<file path="src/design/aecl_pkg.sv">
package aecl_pkg;

    // Column limit of one read; further columns are ignored
    localparam int unsigned MAX_COLUMNS = 65535;
    localparam logic [15:0] COL_LIMIT   = 16'(MAX_COLUMNS);

    // Column operation codes
    localparam logic [2:0] OP_M  = 3'd0;
    localparam logic [2:0] OP_I  = 3'd1;
    localparam logic [2:0] OP_D  = 3'd2;
    localparam logic [2:0] OP_S  = 3'd3;
    localparam logic [2:0] OP_EQ = 3'd4;
    localparam logic [2:0] OP_X  = 3'd5;

    localparam logic [7:0] CH_STAR  = 8'h2A;
    localparam logic [7:0] CH_SPACE = 8'h20;

    // Configuration register indexes
    localparam int unsigned CFG_IDX_W = 1;
    localparam logic [CFG_IDX_W-1:0] CFG_JOIN_GAP = 1'b0;
    localparam logic [CFG_IDX_W-1:0] CFG_MIN_SPAN = 1'b1;

    localparam logic [15:0] JOIN_GAP_RST = 16'd5;
    localparam logic [15:0] MIN_SPAN_RST = 16'd2;

    // Queue geometry (depth a power of two, at least 2)
    localparam int unsigned QUE_DEPTH = 4;
    localparam int unsigned QUE_PTR_W = $clog2(QUE_DEPTH);
    localparam int unsigned QUE_CNT_W = $clog2(QUE_DEPTH + 1);

    localparam logic [31:0] POS_NONE = 32'hFFFF_FFFF;

    typedef struct packed {
        logic [2:0]  op;
        logic [7:0]  read_base;
        logic [7:0]  ref_base;
        logic [7:0]  qual;
        logic [31:0] start_pos;
        logic        first;
        logic        last_col;
    } col_item_t;

    typedef struct packed {
        logic [15:0] col_start;
        logic [15:0] col_end;
        logic [31:0] ref_min;
        logic [31:0] ref_max;
        logic [23:0] qual_sum;
        logic [15:0] span_len;
        logic [15:0] ref_bases;
        logic [15:0] read_bases;
        logic        last;
    } res_item_t;

    // Classified column handed from the front to the back
    typedef struct packed {
        logic        first;
        logic        last_col;
        logic        active;
        logic        event_hit;
        logic        refc;
        logic        readc;
        logic [7:0]  cq;
        logic [15:0] col;
        logic [31:0] pos;
    } col_rec_t;

    typedef struct packed {
        logic [15:0] join_gap;
        logic [15:0] min_span;
    } cfg_t;

endpackage

</file>
<file path="src/design/alignment_event_clusterer_unit.sv">
// A column request is held in the front queue stage, then its results in the result queue
//   stage.
// Throughput: one column request per cycle while the queues have room; the back stalls only
//   while its result queue has fewer than two free slots.
// Reset (rst_n, asynchronous, active low): queues empty, no open cluster, column and
//   reference counters zero, join gap 5 and minimum span 2.
module alignment_event_clusterer_unit (
    input  logic                               clk,
    input  logic                               rst_n,
    input  logic                               col_valid,
    output logic                               col_ready,
    input  aecl_pkg::col_item_t                col_item,
    output logic                               res_valid,
    input  logic                               res_ready,
    output aecl_pkg::res_item_t                res_item,
    input  logic                               cfg_valid,
    output logic                               cfg_ready,
    input  logic [aecl_pkg::CFG_IDX_W-1:0]     cfg_index,
    input  logic [15:0]                        cfg_data
);
    import aecl_pkg::*;

    // Configuration registers; the user must write them only while the block is idle (not enforced)
    cfg_t     cfg_reg, cfg_next;

    // Classified column request between the front and the back
    logic     q_valid;
    logic     q_ready;
    col_rec_t q_rec;

    // Configuration writes are always taken
    assign cfg_ready = 1'b1;

    always_comb
    begin
        cfg_next = cfg_reg;
        if (cfg_valid)
        begin
            case (cfg_index)
                CFG_JOIN_GAP: cfg_next.join_gap = cfg_data;
                CFG_MIN_SPAN: cfg_next.min_span = cfg_data;
                default:      cfg_next          = cfg_reg;
            endcase
        end
    end

    always_ff @(posedge clk or negedge rst_n)
    begin
        if (!rst_n)
        begin
            cfg_reg.join_gap <= JOIN_GAP_RST;
            cfg_reg.min_span <= MIN_SPAN_RST;
        end
        else
        begin
            cfg_reg <= cfg_next;
        end
    end

    // Front: count columns, track the reference position, classify each column and hold it
    // in a short queue so the front keeps accepting while the back stalls, until it is full
    aecl_front u_front (
        .clk       (clk),
        .rst_n     (rst_n),
        .col_valid (col_valid),
        .col_ready (col_ready),
        .col_item  (col_item),
        .q_valid   (q_valid),
        .q_ready   (q_ready),
        .q_rec     (q_rec)
    );

    // Back: advance the cluster window one column per cycle while the result queue has room,
    // close clusters on a far event or at the read's end, and queue the results for the consumer
    aecl_back u_back (
        .clk       (clk),
        .rst_n     (rst_n),
        .cfg       (cfg_reg),
        .q_valid   (q_valid),
        .q_ready   (q_ready),
        .q_rec     (q_rec),
        .res_valid (res_valid),
        .res_ready (res_ready),
        .res_item  (res_item)
    );

endmodule

</file>
<file path="src/design/aecl_front.sv">
module aecl_front (
    input  logic                clk,
    input  logic                rst_n,
    input  logic                col_valid,
    output logic                col_ready,
    input  aecl_pkg::col_item_t col_item,
    output logic                q_valid,
    input  logic                q_ready,
    output aecl_pkg::col_rec_t  q_rec
);
    import aecl_pkg::*;

    logic [15:0]          col_index_reg, col_index_next;
    logic [31:0]          ref_pos_reg, ref_pos_next;
    col_rec_t             mem_reg [QUE_DEPTH];
    logic [QUE_PTR_W-1:0] wr_ptr_reg, rd_ptr_reg;
    logic [QUE_CNT_W-1:0] cnt_reg, cnt_next;
    col_rec_t             rec;
    logic [31:0]          base_pos;
    logic                 push, pop;

    assign col_ready = (cnt_reg != QUE_CNT_W'(QUE_DEPTH));
    assign q_valid   = (cnt_reg != '0);
    assign q_rec     = mem_reg[rd_ptr_reg];
    assign push      = col_valid && col_ready;
    assign pop       = q_valid && q_ready;

    // Classify the column and advance the column and reference counters
    always_comb
    begin
        rec            = '0;
        col_index_next = col_index_reg;
        rec.first      = col_item.first;
        rec.last_col   = col_item.last_col;
        rec.active     = 1'b1;
        if (col_item.first)
        begin
            col_index_next = 16'd1;
        end
        else if (col_index_reg >= COL_LIMIT)
        begin
            rec.active = 1'b0;
        end
        else
        begin
            col_index_next = col_index_reg + 16'd1;
        end
        base_pos      = col_item.first ? col_item.start_pos : ref_pos_reg;
        rec.refc      = (col_item.op inside {OP_M, OP_D, OP_EQ, OP_X});
        rec.readc     = (col_item.op != OP_D);
        rec.event_hit = ((col_item.op == OP_M) && (col_item.read_base != col_item.ref_base))
                        || (col_item.op == OP_I) || (col_item.op == OP_D);
        if (col_item.op == OP_D)
            rec.cq = CH_STAR;
        else if (col_item.qual == CH_SPACE)
            rec.cq = 8'd0;
        else
            rec.cq = col_item.qual;
        rec.col      = col_index_next;
        rec.pos      = base_pos;
        ref_pos_next = (rec.active && rec.refc) ? base_pos + 32'd1 : base_pos;
    end

    always_comb
    begin
        cnt_next = cnt_reg;
        if (push && !pop)
            cnt_next = cnt_reg + QUE_CNT_W'(1);
        else if (pop && !push)
            cnt_next = cnt_reg - QUE_CNT_W'(1);
    end

    always_ff @(posedge clk or negedge rst_n)
    begin
        if (!rst_n)
        begin
            col_index_reg <= '0;
            ref_pos_reg   <= '0;
            wr_ptr_reg    <= '0;
            rd_ptr_reg    <= '0;
            cnt_reg       <= '0;
        end
        else
        begin
            if (push)
            begin
                col_index_reg <= col_index_next;
                ref_pos_reg   <= ref_pos_next;
                wr_ptr_reg    <= wr_ptr_reg + QUE_PTR_W'(1);
            end
            if (pop)
                rd_ptr_reg <= rd_ptr_reg + QUE_PTR_W'(1);
            cnt_reg <= cnt_next;
        end
    end

    always_ff @(posedge clk)
    begin
        if (push)
            mem_reg[wr_ptr_reg] <= rec;
    end

    a_cnt_bound: assert property (@(posedge clk) disable iff (!rst_n)
        cnt_reg <= QUE_CNT_W'(QUE_DEPTH))
        else $error("column queue count overflow");

    a_col_limit: assert property (@(posedge clk) disable iff (!rst_n)
        col_index_reg <= COL_LIMIT)
        else $error("column index beyond limit");

    a_first_restart: assert property (@(posedge clk) disable iff (!rst_n)
        push && col_item.first |=> col_index_reg == 16'd1)
        else $error("first column did not restart the column count");

endmodule

</file>
<file path="src/design/aecl_back.sv">
module aecl_back (
    input  logic                clk,
    input  logic                rst_n,
    input  aecl_pkg::cfg_t      cfg,
    input  logic                q_valid,
    output logic                q_ready,
    input  aecl_pkg::col_rec_t  q_rec,
    output logic                res_valid,
    input  logic                res_ready,
    output aecl_pkg::res_item_t res_item
);
    import aecl_pkg::*;

    typedef struct packed {
        logic        open;
        logic [15:0] col_lo;
        logic [15:0] col_hi;
        logic [23:0] qual;
        logic [15:0] ref_cnt;
        logic [15:0] read_cnt;
        logic [31:0] ref_lo;
        logic [31:0] ref_hi;
    } win_t;

    typedef struct packed {
        logic [23:0] qual;
        logic [15:0] ref_cnt;
        logic [15:0] read_cnt;
        logic [31:0] ref_lo;
        logic [31:0] ref_hi;
    } pend_t;

    localparam win_t WIN_CLEAR = '{open: 1'b0, col_lo: 16'd0, col_hi: 16'd0, qual: 24'd0,
                                   ref_cnt: 16'd0, read_cnt: 16'd0,
                                   ref_lo: POS_NONE, ref_hi: POS_NONE};
    localparam pend_t PEND_CLEAR = '{qual: 24'd0, ref_cnt: 16'd0, read_cnt: 16'd0,
                                     ref_lo: POS_NONE, ref_hi: POS_NONE};

    function automatic logic [23:0] sat24(input logic [25:0] v);
        return (v > 26'hFF_FFFF) ? 24'hFF_FFFF : v[23:0];
    endfunction

    function automatic logic [15:0] sat16(input logic [17:0] v);
        return (v > 18'h0_FFFF) ? 16'hFFFF : v[15:0];
    endfunction

    function automatic logic [15:0] span_of(input win_t w);
        return w.col_hi - w.col_lo + 16'd1;
    endfunction

    function automatic res_item_t close_res(input win_t w);
        res_item_t r;
        r.col_start  = w.col_lo;
        r.col_end    = w.col_hi;
        r.ref_min    = w.ref_lo;
        r.ref_max    = w.ref_hi;
        r.qual_sum   = w.qual;
        r.span_len   = span_of(w);
        r.ref_bases  = w.ref_cnt;
        r.read_bases = w.read_cnt;
        r.last       = 1'b0;
        return r;
    endfunction

    win_t                 win_reg, win_next, b_win, p_win;
    pend_t                pend_reg, pend_next, b_pend, p_pend;
    res_item_t            rmem_reg [QUE_DEPTH];
    res_item_t            res_a, res_b, slot0, slot1;
    logic                 res_a_v, res_b_v;
    logic [QUE_PTR_W-1:0] wr_ptr_reg, rd_ptr_reg;
    logic [QUE_CNT_W-1:0] rcnt_reg, rcnt_next;
    logic                 take, pop, far;
    logic [15:0]          gap;
    logic [31:0]          lo_wp, hi_acc, pos_m;

    assign q_ready   = (rcnt_reg <= QUE_CNT_W'(QUE_DEPTH - 2));
    assign take      = q_valid && q_ready;
    assign res_valid = (rcnt_reg != '0);
    assign res_item  = rmem_reg[rd_ptr_reg];
    assign pop       = res_valid && res_ready;

    always_comb
    begin
        b_win   = q_rec.first ? WIN_CLEAR : win_reg;
        b_pend  = q_rec.first ? PEND_CLEAR : pend_reg;
        p_win   = b_win;
        p_pend  = b_pend;
        res_a   = close_res(b_win);
        res_a_v = 1'b0;
        gap     = q_rec.col - b_win.col_hi;
        far     = !b_win.open || (gap > cfg.join_gap);
        pos_m   = q_rec.refc ? q_rec.pos : POS_NONE;
        lo_wp   = (b_pend.ref_lo < b_win.ref_lo) ? b_pend.ref_lo : b_win.ref_lo;
        hi_acc  = (b_win.ref_cnt != '0) ? b_win.ref_hi : 32'd0;
        if ((b_pend.ref_cnt != '0) && (b_pend.ref_hi > hi_acc))
            hi_acc = b_pend.ref_hi;
        if (q_rec.refc && (q_rec.pos > hi_acc))
            hi_acc = q_rec.pos;

        if (q_rec.active && q_rec.event_hit)
        begin
            if (far)
            begin
                // Close the old cluster, open a new one on this event
                res_a_v        = b_win.open && (span_of(b_win) >= cfg.min_span);
                p_win.open     = 1'b1;
                p_win.col_lo   = q_rec.col;
                p_win.col_hi   = q_rec.col;
                p_win.qual     = {16'd0, q_rec.cq};
                p_win.ref_cnt  = {15'd0, q_rec.refc};
                p_win.read_cnt = {15'd0, q_rec.readc};
                p_win.ref_lo   = pos_m;
                p_win.ref_hi   = pos_m;
            end
            else
            begin
                // Fold the pending gap columns and this event into the window
                p_win.col_hi   = q_rec.col;
                p_win.qual     = sat24({2'd0, b_win.qual} + {2'd0, b_pend.qual}
                                       + {18'd0, q_rec.cq});
                p_win.read_cnt = sat16({2'd0, b_win.read_cnt} + {2'd0, b_pend.read_cnt}
                                       + {17'd0, q_rec.readc});
                p_win.ref_cnt  = sat16({2'd0, b_win.ref_cnt} + {2'd0, b_pend.ref_cnt}
                                       + {17'd0, q_rec.refc});
                p_win.ref_lo   = (pos_m < lo_wp) ? pos_m : lo_wp;
                p_win.ref_hi   = ((b_win.ref_cnt != '0) || (b_pend.ref_cnt != '0)
                                  || q_rec.refc) ? hi_acc : POS_NONE;
            end
            p_pend = PEND_CLEAR;
        end
        else if (q_rec.active && b_win.open)
        begin
            p_pend.qual     = sat24({2'd0, b_pend.qual} + {18'd0, q_rec.cq});
            p_pend.read_cnt = sat16({2'd0, b_pend.read_cnt} + {17'd0, q_rec.readc});
            if (q_rec.refc)
            begin
                p_pend.ref_cnt = sat16({2'd0, b_pend.ref_cnt} + 18'd1);
                p_pend.ref_lo  = (q_rec.pos < b_pend.ref_lo) ? q_rec.pos : b_pend.ref_lo;
                p_pend.ref_hi  = ((b_pend.ref_cnt == '0) || (q_rec.pos > b_pend.ref_hi))
                                 ? q_rec.pos : b_pend.ref_hi;
            end
        end

        res_b      = close_res(p_win);
        res_b_v    = q_rec.last_col && p_win.open && (span_of(p_win) >= cfg.min_span);
        res_a.last = !res_b_v;
        res_b.last = 1'b1;

        win_next  = win_reg;
        pend_next = pend_reg;
        if (take)
        begin
            win_next  = q_rec.last_col ? WIN_CLEAR : p_win;
            pend_next = q_rec.last_col ? PEND_CLEAR : p_pend;
        end

        slot0     = res_a_v ? res_a : res_b;
        slot1     = res_b;
        rcnt_next = rcnt_reg - QUE_CNT_W'(pop);
        if (take)
            rcnt_next = rcnt_next + QUE_CNT_W'(res_a_v) + QUE_CNT_W'(res_b_v);
    end

    always_ff @(posedge clk or negedge rst_n)
    begin
        if (!rst_n)
        begin
            win_reg    <= WIN_CLEAR;
            pend_reg   <= PEND_CLEAR;
            wr_ptr_reg <= '0;
            rd_ptr_reg <= '0;
            rcnt_reg   <= '0;
        end
        else
        begin
            win_reg  <= win_next;
            pend_reg <= pend_next;
            rcnt_reg <= rcnt_next;
            if (take)
                wr_ptr_reg <= wr_ptr_reg + QUE_PTR_W'(res_a_v) + QUE_PTR_W'(res_b_v);
            if (pop)
                rd_ptr_reg <= rd_ptr_reg + QUE_PTR_W'(1);
        end
    end

    always_ff @(posedge clk)
    begin
        if (take && (res_a_v || res_b_v))
            rmem_reg[wr_ptr_reg] <= slot0;
        if (take && res_a_v && res_b_v)
            rmem_reg[wr_ptr_reg + QUE_PTR_W'(1)] <= slot1;
    end

    a_rcnt_bound: assert property (@(posedge clk) disable iff (!rst_n)
        rcnt_reg <= QUE_CNT_W'(QUE_DEPTH))
        else $error("result queue overflow");

    a_last_closes: assert property (@(posedge clk) disable iff (!rst_n)
        take && q_rec.last_col |=> !win_reg.open)
        else $error("cluster left open after last column");

    a_event_opens: assert property (@(posedge clk) disable iff (!rst_n)
        take && q_rec.active && q_rec.event_hit && !q_rec.last_col
        |=> win_reg.open && (win_reg.col_hi == $past(q_rec.col)))
        else $error("event column not recorded as cluster end");

    a_span_order: assert property (@(posedge clk) disable iff (!rst_n)
        win_reg.open |-> (win_reg.col_lo <= win_reg.col_hi) && (win_reg.col_lo != 16'd0))
        else $error("open cluster has an inverted span");

endmodule

</file>
<file path="config.mk">
export PLATFORM = sky130hd
export DESIGN_NAME = alignment_event_clusterer_unit
export DESIGN_NICKNAME = d
export VERILOG_FILES = /design/src/design/aecl_pkg.sv /design/src/design/alignment_event_clusterer_unit.sv /design/src/design/aecl_front.sv /design/src/design/aecl_back.sv
export SDC_FILE = /design/constraint.sdc
export NUM_CORES = 2
export LEC_CHECK = 0
export BUFFER_PORTS_ARGS = -buffer_cell sky130_fd_sc_hd__buf_4
export CORE_MARGIN = 2
export CORE_UTILIZATION = 38
export DETAILED_ROUTE_END_ITERATION = 6
export MAX_ROUTING_LAYER = met4
export PLACE_DENSITY = 0.53
export SLEW_MARGIN = 30
export SYNTH_ARGS = -nofsm -noshare
export SYNTH_HDL_FRONTEND = slang
export SYNTH_SLANG_ARGS = --single-unit
</file>
<file path="constraint.sdc">
create_clock -name clk -period 39.9 [get_ports clk]
set_input_delay 5.985 -clock clk [delete_from_list [all_inputs] [get_ports clk]]
set_output_delay 5.985 -clock clk [all_outputs]
set_load 0.01 [all_outputs]
</file>
* Word-level counts from Yosys, hierarchy flattened
Memory sizes are Yosys's and may differ from the RTL's.
Index checks and enable logic that the tools add are counted.
** Storage, ports and cells
- Bits in registers :: 367
- Bits in writable memories :: 924
- Bits of input ports :: 83
- Output and inout port bits :: 172
- Word-level logic and storage cells :: 162
- Memories kept :: 2
** Operators by class
- Add/subtract/negate cells :: 27
- Order comparisons :: 17
- Equality and inequality tests :: 8
- Multiplexer cells :: 46
- Bitwise logic cells :: 1
- Reductions and logical operators :: 38
** Memories
- u_back.rmem_reg :: words 4, bits a word 169, rd ports 1, clocked after Yosys merged registers in 0, wr ports 2, line aecl_back.sv:67 : res_item_t rmem_reg [QUE_DEPTH];
- u_front.mem_reg :: words 4, bits a word 62, rd ports 1, clocked after Yosys merged registers in 0, wr ports 1, line aecl_front.sv:15 : col_rec_t mem_reg [QUE_DEPTH];
** Operator list (count)
- 2-to-1 mux 120 bit :: 5
- 2-to-1 mux 153 bit :: 3
- 2-to-1 mux 32 bit :: 11
- 2-to-1 mux 169 bit :: 1
- 2-to-1 mux 16 bit :: 7
- greater-than comparator 32 bit :: 3
- less-than comparator 32 bit :: 3
- greater-than comparator 18 x 16 -> 1 bit, second input constant :: 4
- 2-to-1 mux 64 bit :: 1
- greater-than comparator 26 x 24 -> 1 bit, second input constant :: 2
- adder 16 x 1 -> 16 bit, second input constant :: 3
- 2-to-1 mux 24 bit :: 2
- subtractor 16 bit :: 3
- adder 18 x 1 -> 18 bit :: 2
- adder 16 x 16 -> 17 bit :: 2
- adder 32 x 1 -> 32 bit, second input constant :: 1
- >= comparator 16 bit :: 2
- nonzero test 16 bit :: 2
- adder 26 x 8 -> 26 bit :: 1
- adder 24 x 24 -> 25 bit :: 1
- adder 24 x 8 -> 25 bit :: 1
- adder 16 x 1 -> 17 bit :: 1
- adder 16 x 1 -> 17 bit, second input constant :: 1
- logical AND 1 bit :: 17
- 29 further kinds :: 58

* Logic depth before layout (Yosys ltp)
An unclocked memory read counts as a cell.
- Depth in word-level cells :: 21
- Gate-level depth with buffers :: 61
- Depth with buffers taken out :: 51

* Hierarchy
A second synthesis with hierarchy kept.
** Unflattened totals
- Cell total of the unflattened synthesis :: 6403
- Area, all modules :: 73496.7 sq um
** Modules (own cells, without submodules)
- aecl_back :: instances 1, cells an instance 5485, area an instance 58628.7 sq um, sequential area each 27426.3 sq um
- aecl_front :: instances 1, cells an instance 847, area an instance 13600.5 sq um, sequential area each 8823.5 sq um
- alignment_event_clusterer_unit :: instances 1, cells an instance 71, area an instance 1267.5 sq um, sequential area each 804.5 sq um

* Least setup slack after synthesis
No wires, ideal clock.
- Path type :: reg-to-reg
- From :: register u_front.rd_ptr_reg[0]
- To :: memory u_back.rmem_reg[2][100] in the netlist's numbering, enable pin
- Setup time :: 1380 ps
- Data arrival time :: 14226 ps
- Data required time :: 38520 ps
- Path slack :: 24294 ps
- Cell stages (with the launch flop) :: 58
- Buffers on the path :: 9
- Clock period less this slack :: 15606 ps
- Path through :: dfrtp_1 -> buf_2 -> buf_2 -> buf_2 -> buf_1 -> mux4_2 -> inv_1 -> ha_1 -> inv_1 -> fa_1 -> a21o_1 -> a21o_1 -> a21oi_1 -> o21bai_1 -> a21o_1 -> a21oi_1 -> o21ai_0 -> o41ai_1 -> [... 22 more ...] -> o41ai_1 -> o21bai_1 -> a21oi_1 -> xor2_1 -> inv_1 -> ha_1 -> a21o_1 -> a21oi_1 -> o2111ai_1 -> a21oi_1 -> o21ai_0 -> o2111a_1 -> buf_2 -> inv_2 -> or3_1 -> clkbuf_1 -> clkbuf_1 -> nand2_1
** RTL lines
- start: declaration :: line aecl_front.sv:16 : logic [QUE_PTR_W-1:0] wr_ptr_reg, rd_ptr_reg;
- start signal: assignment :: line aecl_front.sv:92 : rd_ptr_reg <= rd_ptr_reg + QUE_PTR_W'(1);
- end: declaration :: line aecl_back.sv:67

==> reports/metrics.csv <==
stage,metric,value,unit
outcome,status,"finished, violations left",
outcome,violated checks,DRC,
floorplanning,site row count,160,
drt,via count,54500,
clock_tree,CTS HTree Levels,4,
clock_tree,clk sinks,1291,
timing,Slew @ Worst Pin,1110,ps
grt,global-route usage over all layers,0.260,
cells_and_area,share of cells above drive strength 1,0.186,
grt,vias in the first global route,53100,
timing,Setup Total Neg Slack,0,ps
timing,Slew Limit Fails,0,
cells_and_area,# nets final,6927,
placement,dpl ws,24620,ps
logic_synthesis,Synth top area share,0.381,
hold_path,min-delay src,u_back.rmem_reg[2][0],
grt,first-pass GRT wire length,365000,µm
power_and_ir_drop,Sequential Power Share,0.251,
hold_path,Hold/Removal Path Class,reg -> reg,
drt,DRT Pass-1 Iters,7,
floorplanning,Core ar.,190000,µm²
drt,routed len/inst,27.6,µm
cells_and_area,area delta synth->final,13.9,%
logic_synthesis,sequential area share after synthesis,0.511,
logic_synthesis,cell taking the most area after synthesis,edfxtp_1,
cells_and_area,Final Non-Filler Cells,9071,
logic_synthesis,Yosys cell types,109,
grt,met2 capacity usage during global routing,0.409,
drt,vias per cell,6.01,
drt,Routed WL,250000,µm
power_and_ir_drop,P_sw,3.37,mW
logic_synthesis,ranking of synthesized cells by area,"edfxtp_1 38%, dfrtp_1 8.1%, mux4_2 7.1%, ha_1 6.9%, dfstp_2 4.7%",
logic_synthesis,Synth Flop Type,edfxtp_1,
cells_and_area,fill cell count,17600,
power_and_ir_drop,Comb pwr share,0.561,
placement,gpl congestion,0.919,
floorplanning,Die ar.,194000,µm²
clock_tree,clock transition at the registers of the reported paths,60,ps
drt,antenna violation net count after detailed routing,0,
setup_path,Reg2Reg Depth,49,
clock_tree,CTS tree,built,
cells_and_area,Multi-input gate area,33300,µm²
timing,fin crit period,15150,ps
clock_tree,setup bufs post-CTS,0,
grt,GRT overflow,0,
setup_path,"Max FO, Critical Path",63,
grt,largest net degree at the start of global routing,139,
placement,Port Buffer Count,253,
floorplanning,Starting Density,0.382,
setup_path,Critical Path Start,u_front.rd_ptr_reg[0],
timing,clk_skew,39.7,ps
logic_synthesis,ys async rst share,0.284,
floorplanning,Chip Width,441,µm
setup_path,kind of end point of the critical path,flop,
setup_path,CP arrival,15630,ps
power_and_ir_drop,VDD IR max,0.0788,mV
clock_tree,clk_lat worst skew,810,ps
drt,Remaining DRCs,2,
clock_tree,quantity of gates resized following cts,0,
logic_synthesis,most frequent cell after synthesis,edfxtp_1,
timing,final worst slack,24750,ps
timing,RSZ-0062 raised after global routing,no,
timing,Slew headroom,0.254,
power_and_ir_drop,Clk pwr share,0.188,
placement,HPWL Detailed,171000,µm
cells_and_area,Largest register FFs,676,
logic_synthesis,Post-Syn Area,72500,µm²
grt,grt peak-use layer,met2,
clock_tree,CTS hold repair buffers,0,
logic_synthesis,YS warnings,0,
setup_path,Crit Reg-Reg Startpoint,u_front.rd_ptr_reg[0],
grt,met3 global-route usage,0.0449,
logic_synthesis,Synth Register Bits,1291,
hold_path,worst hold path depth,1,
logic_synthesis,Post-synth EDFFs,920,
setup_path,worst path required time,40380,ps
power_and_ir_drop,Pint,3.93,mW
drt,Starting DRT DRC Count,5501,
logic_synthesis,top post-synthesis cells by count,"920 x edfxtp_1, 531 x nand2_1, 474 x nor2_1, 459 x o22ai_1, 400 x ha_1",
timing,Max Clock Freq,0.0660,GHz
clock_tree,CTS buffer count,148,
timing,setup violators final,0,
power_and_ir_drop,LEAKAGE,31.7,nW
floorplanning,I/O pin cnt,255,
setup_path,slowest cell delay on critical path,940,ps
power_and_ir_drop,Pwr Density,88.3,nW/µm²
setup_path,"Slowest-stage cell, CP",mux4_4,
logic_synthesis,cell count after synthesis,6274,
grt,initial antenna violation count,5,
timing,Final Cycle Share,0.380,
clock_tree,root buffer cell,clkbuf_16,
clock_tree,clock tree buffer depth,3,
logic_synthesis,syn_nets,6768,
cells_and_area,Reg area,37100,µm²
grt,GRT met1 Usage,0.339,
flow_run,max_cap viols,0,
floorplanning,Die Ht,441,µm
timing,final hold violations,0,
setup_path,Worst Setup Start Kind,flop,
setup_path,WS Path Type,reg -> reg,
setup_path,CP dominant cell by count,a21oi_1,
placement,# placed instances,8790,
power_and_ir_drop,sw frac,0.462,
logic_synthesis,Post-Syn Area per Cell,11.6,µm²
==> worst max-delay path, delay by kind of cell (launching register included) <==
family / cells / cell delay, ps
compound gates: 19 / 4850
simple gates: 14 / 3280
buf+inv: 7 / 2290
fa+ha+maj: 6 / 2080
mux: 1 / 940
flops: 1 / 810
xor+xnor: 2 / 480
==> power groups by stage <==
| stage | clock [mW] | combinational [mW] | sequential [mW] |
|---|---|---|---|
| finish | 1.37 | 4.09 | 1.83 |
| global route | 1.44 | 4.38 | 1.85 |
| CTS | 1.39 | 4.05 | 1.84 |
| detailed placement | 0 | 4.03 | 1.86 |
| global placement | 0 | 3.99 | 1.86 |
| floorplan | 0 | 2.47 | 1.83 |
==> path summary, 6_finish.rpt <==
path / to / slack [ps]
setup / recovery: u_back.rmem_reg[0][52] / 24750
hold / removal: u_back.rmem_reg[2][0] / 460
setup reg to reg: u_back.rmem_reg[0][52] / 24750
hold reg to reg: u_back.rmem_reg[2][0] / 460
max in group asynchronous: u_back.win_reg[65] / 33300
min in group asynchronous: u_front.ref_pos_reg[28] / 5120
==> cells in the final DEF, fill, tap and decap left out, drive strengths merged, types with 32 or more instances in the layout <==
| cell | Yosys | routed |
|---|---|---|
| nand2 | 532 | 532 |
| nor4 | 34 | 34 |
| mux4 | 229 | 229 |
| clkbuf | 281 | 198 |
| clkinv | 1 | 51 |
| mux2 | 104 | 104 |
| nand2b | 37 | 37 |
| o21ai | 351 | 351 |
| o22a | 38 | 38 |
| a22o | 161 | 161 |
| buf | 89 | 379 |
| a21o | 127 | 127 |
| o22ai | 459 | 459 |
| nand3 | 82 | 82 |
| dfstp | 131 | 131 |
| nand4 | 58 | 58 |
| xor2 | 66 | 66 |
| nor2 | 475 | 475 |
| a21oi | 299 | 299 |
| xnor2 | 120 | 120 |
| nor2b | 109 | 109 |
| dfrtp | 236 | 236 |
| nor3 | 86 | 86 |
| inv | 291 | 296 |
| o21a | 51 | 51 |
| mux2i | 32 | 32 |
| o31ai | 40 | 40 |
| edfxtp | 920 | 920 |
| ha | 400 | 400 |
==> per-stage QoR <==
step	instance area, µm²	total power, mW	hold slack [ps]	util
floorplan	72500	4.29	435	-
global placement	77300	5.85	448	0.407
detailed placement	77700	5.90	449	0.409
CTS	82500	7.28	463	0.434
global route	82600	7.67	470	0.435
finish	82600	7.29	465	0.435
==> final cells by class <==
class                   instances  area share
multi-input cells            4321       0.404
inverters                     292      0.0133
diodes                          3   0.0000908
clock buffers                 198      0.0487
well taps                    2511      0.0380
clock inverters                76     0.00968
flip-flops and latches       1291       0.449
repair buffers                379      0.0381
==> metal layers <==
metal / share of wire / vias to the layer above
met4: 0.036 / 0
met1: 0.42 / 27600
met3: 0.071 / 391
met5: 0 / -
li1: - / 24300
met2: 0.47 / 2176
==> cells by family after synthesis <==
| group | Yosys count | synth area share |
|---|---|---|
| AOI/OAI and AO/OA | 1815 | 0.170 |
| xor gates and xnor gates | 186 | 0.0225 |
| adders and majority gates | 411 | 0.0720 |
| buffers and inverters | 662 | 0.0354 |
| DFF | 1291 | 0.511 |
| muxes | 365 | 0.0917 |
| other | 1 | 0.0000517 |
| and+or+nand+nor | 1543 | 0.0977 |
No activity file was read; power rests on OpenSTA's default activity.
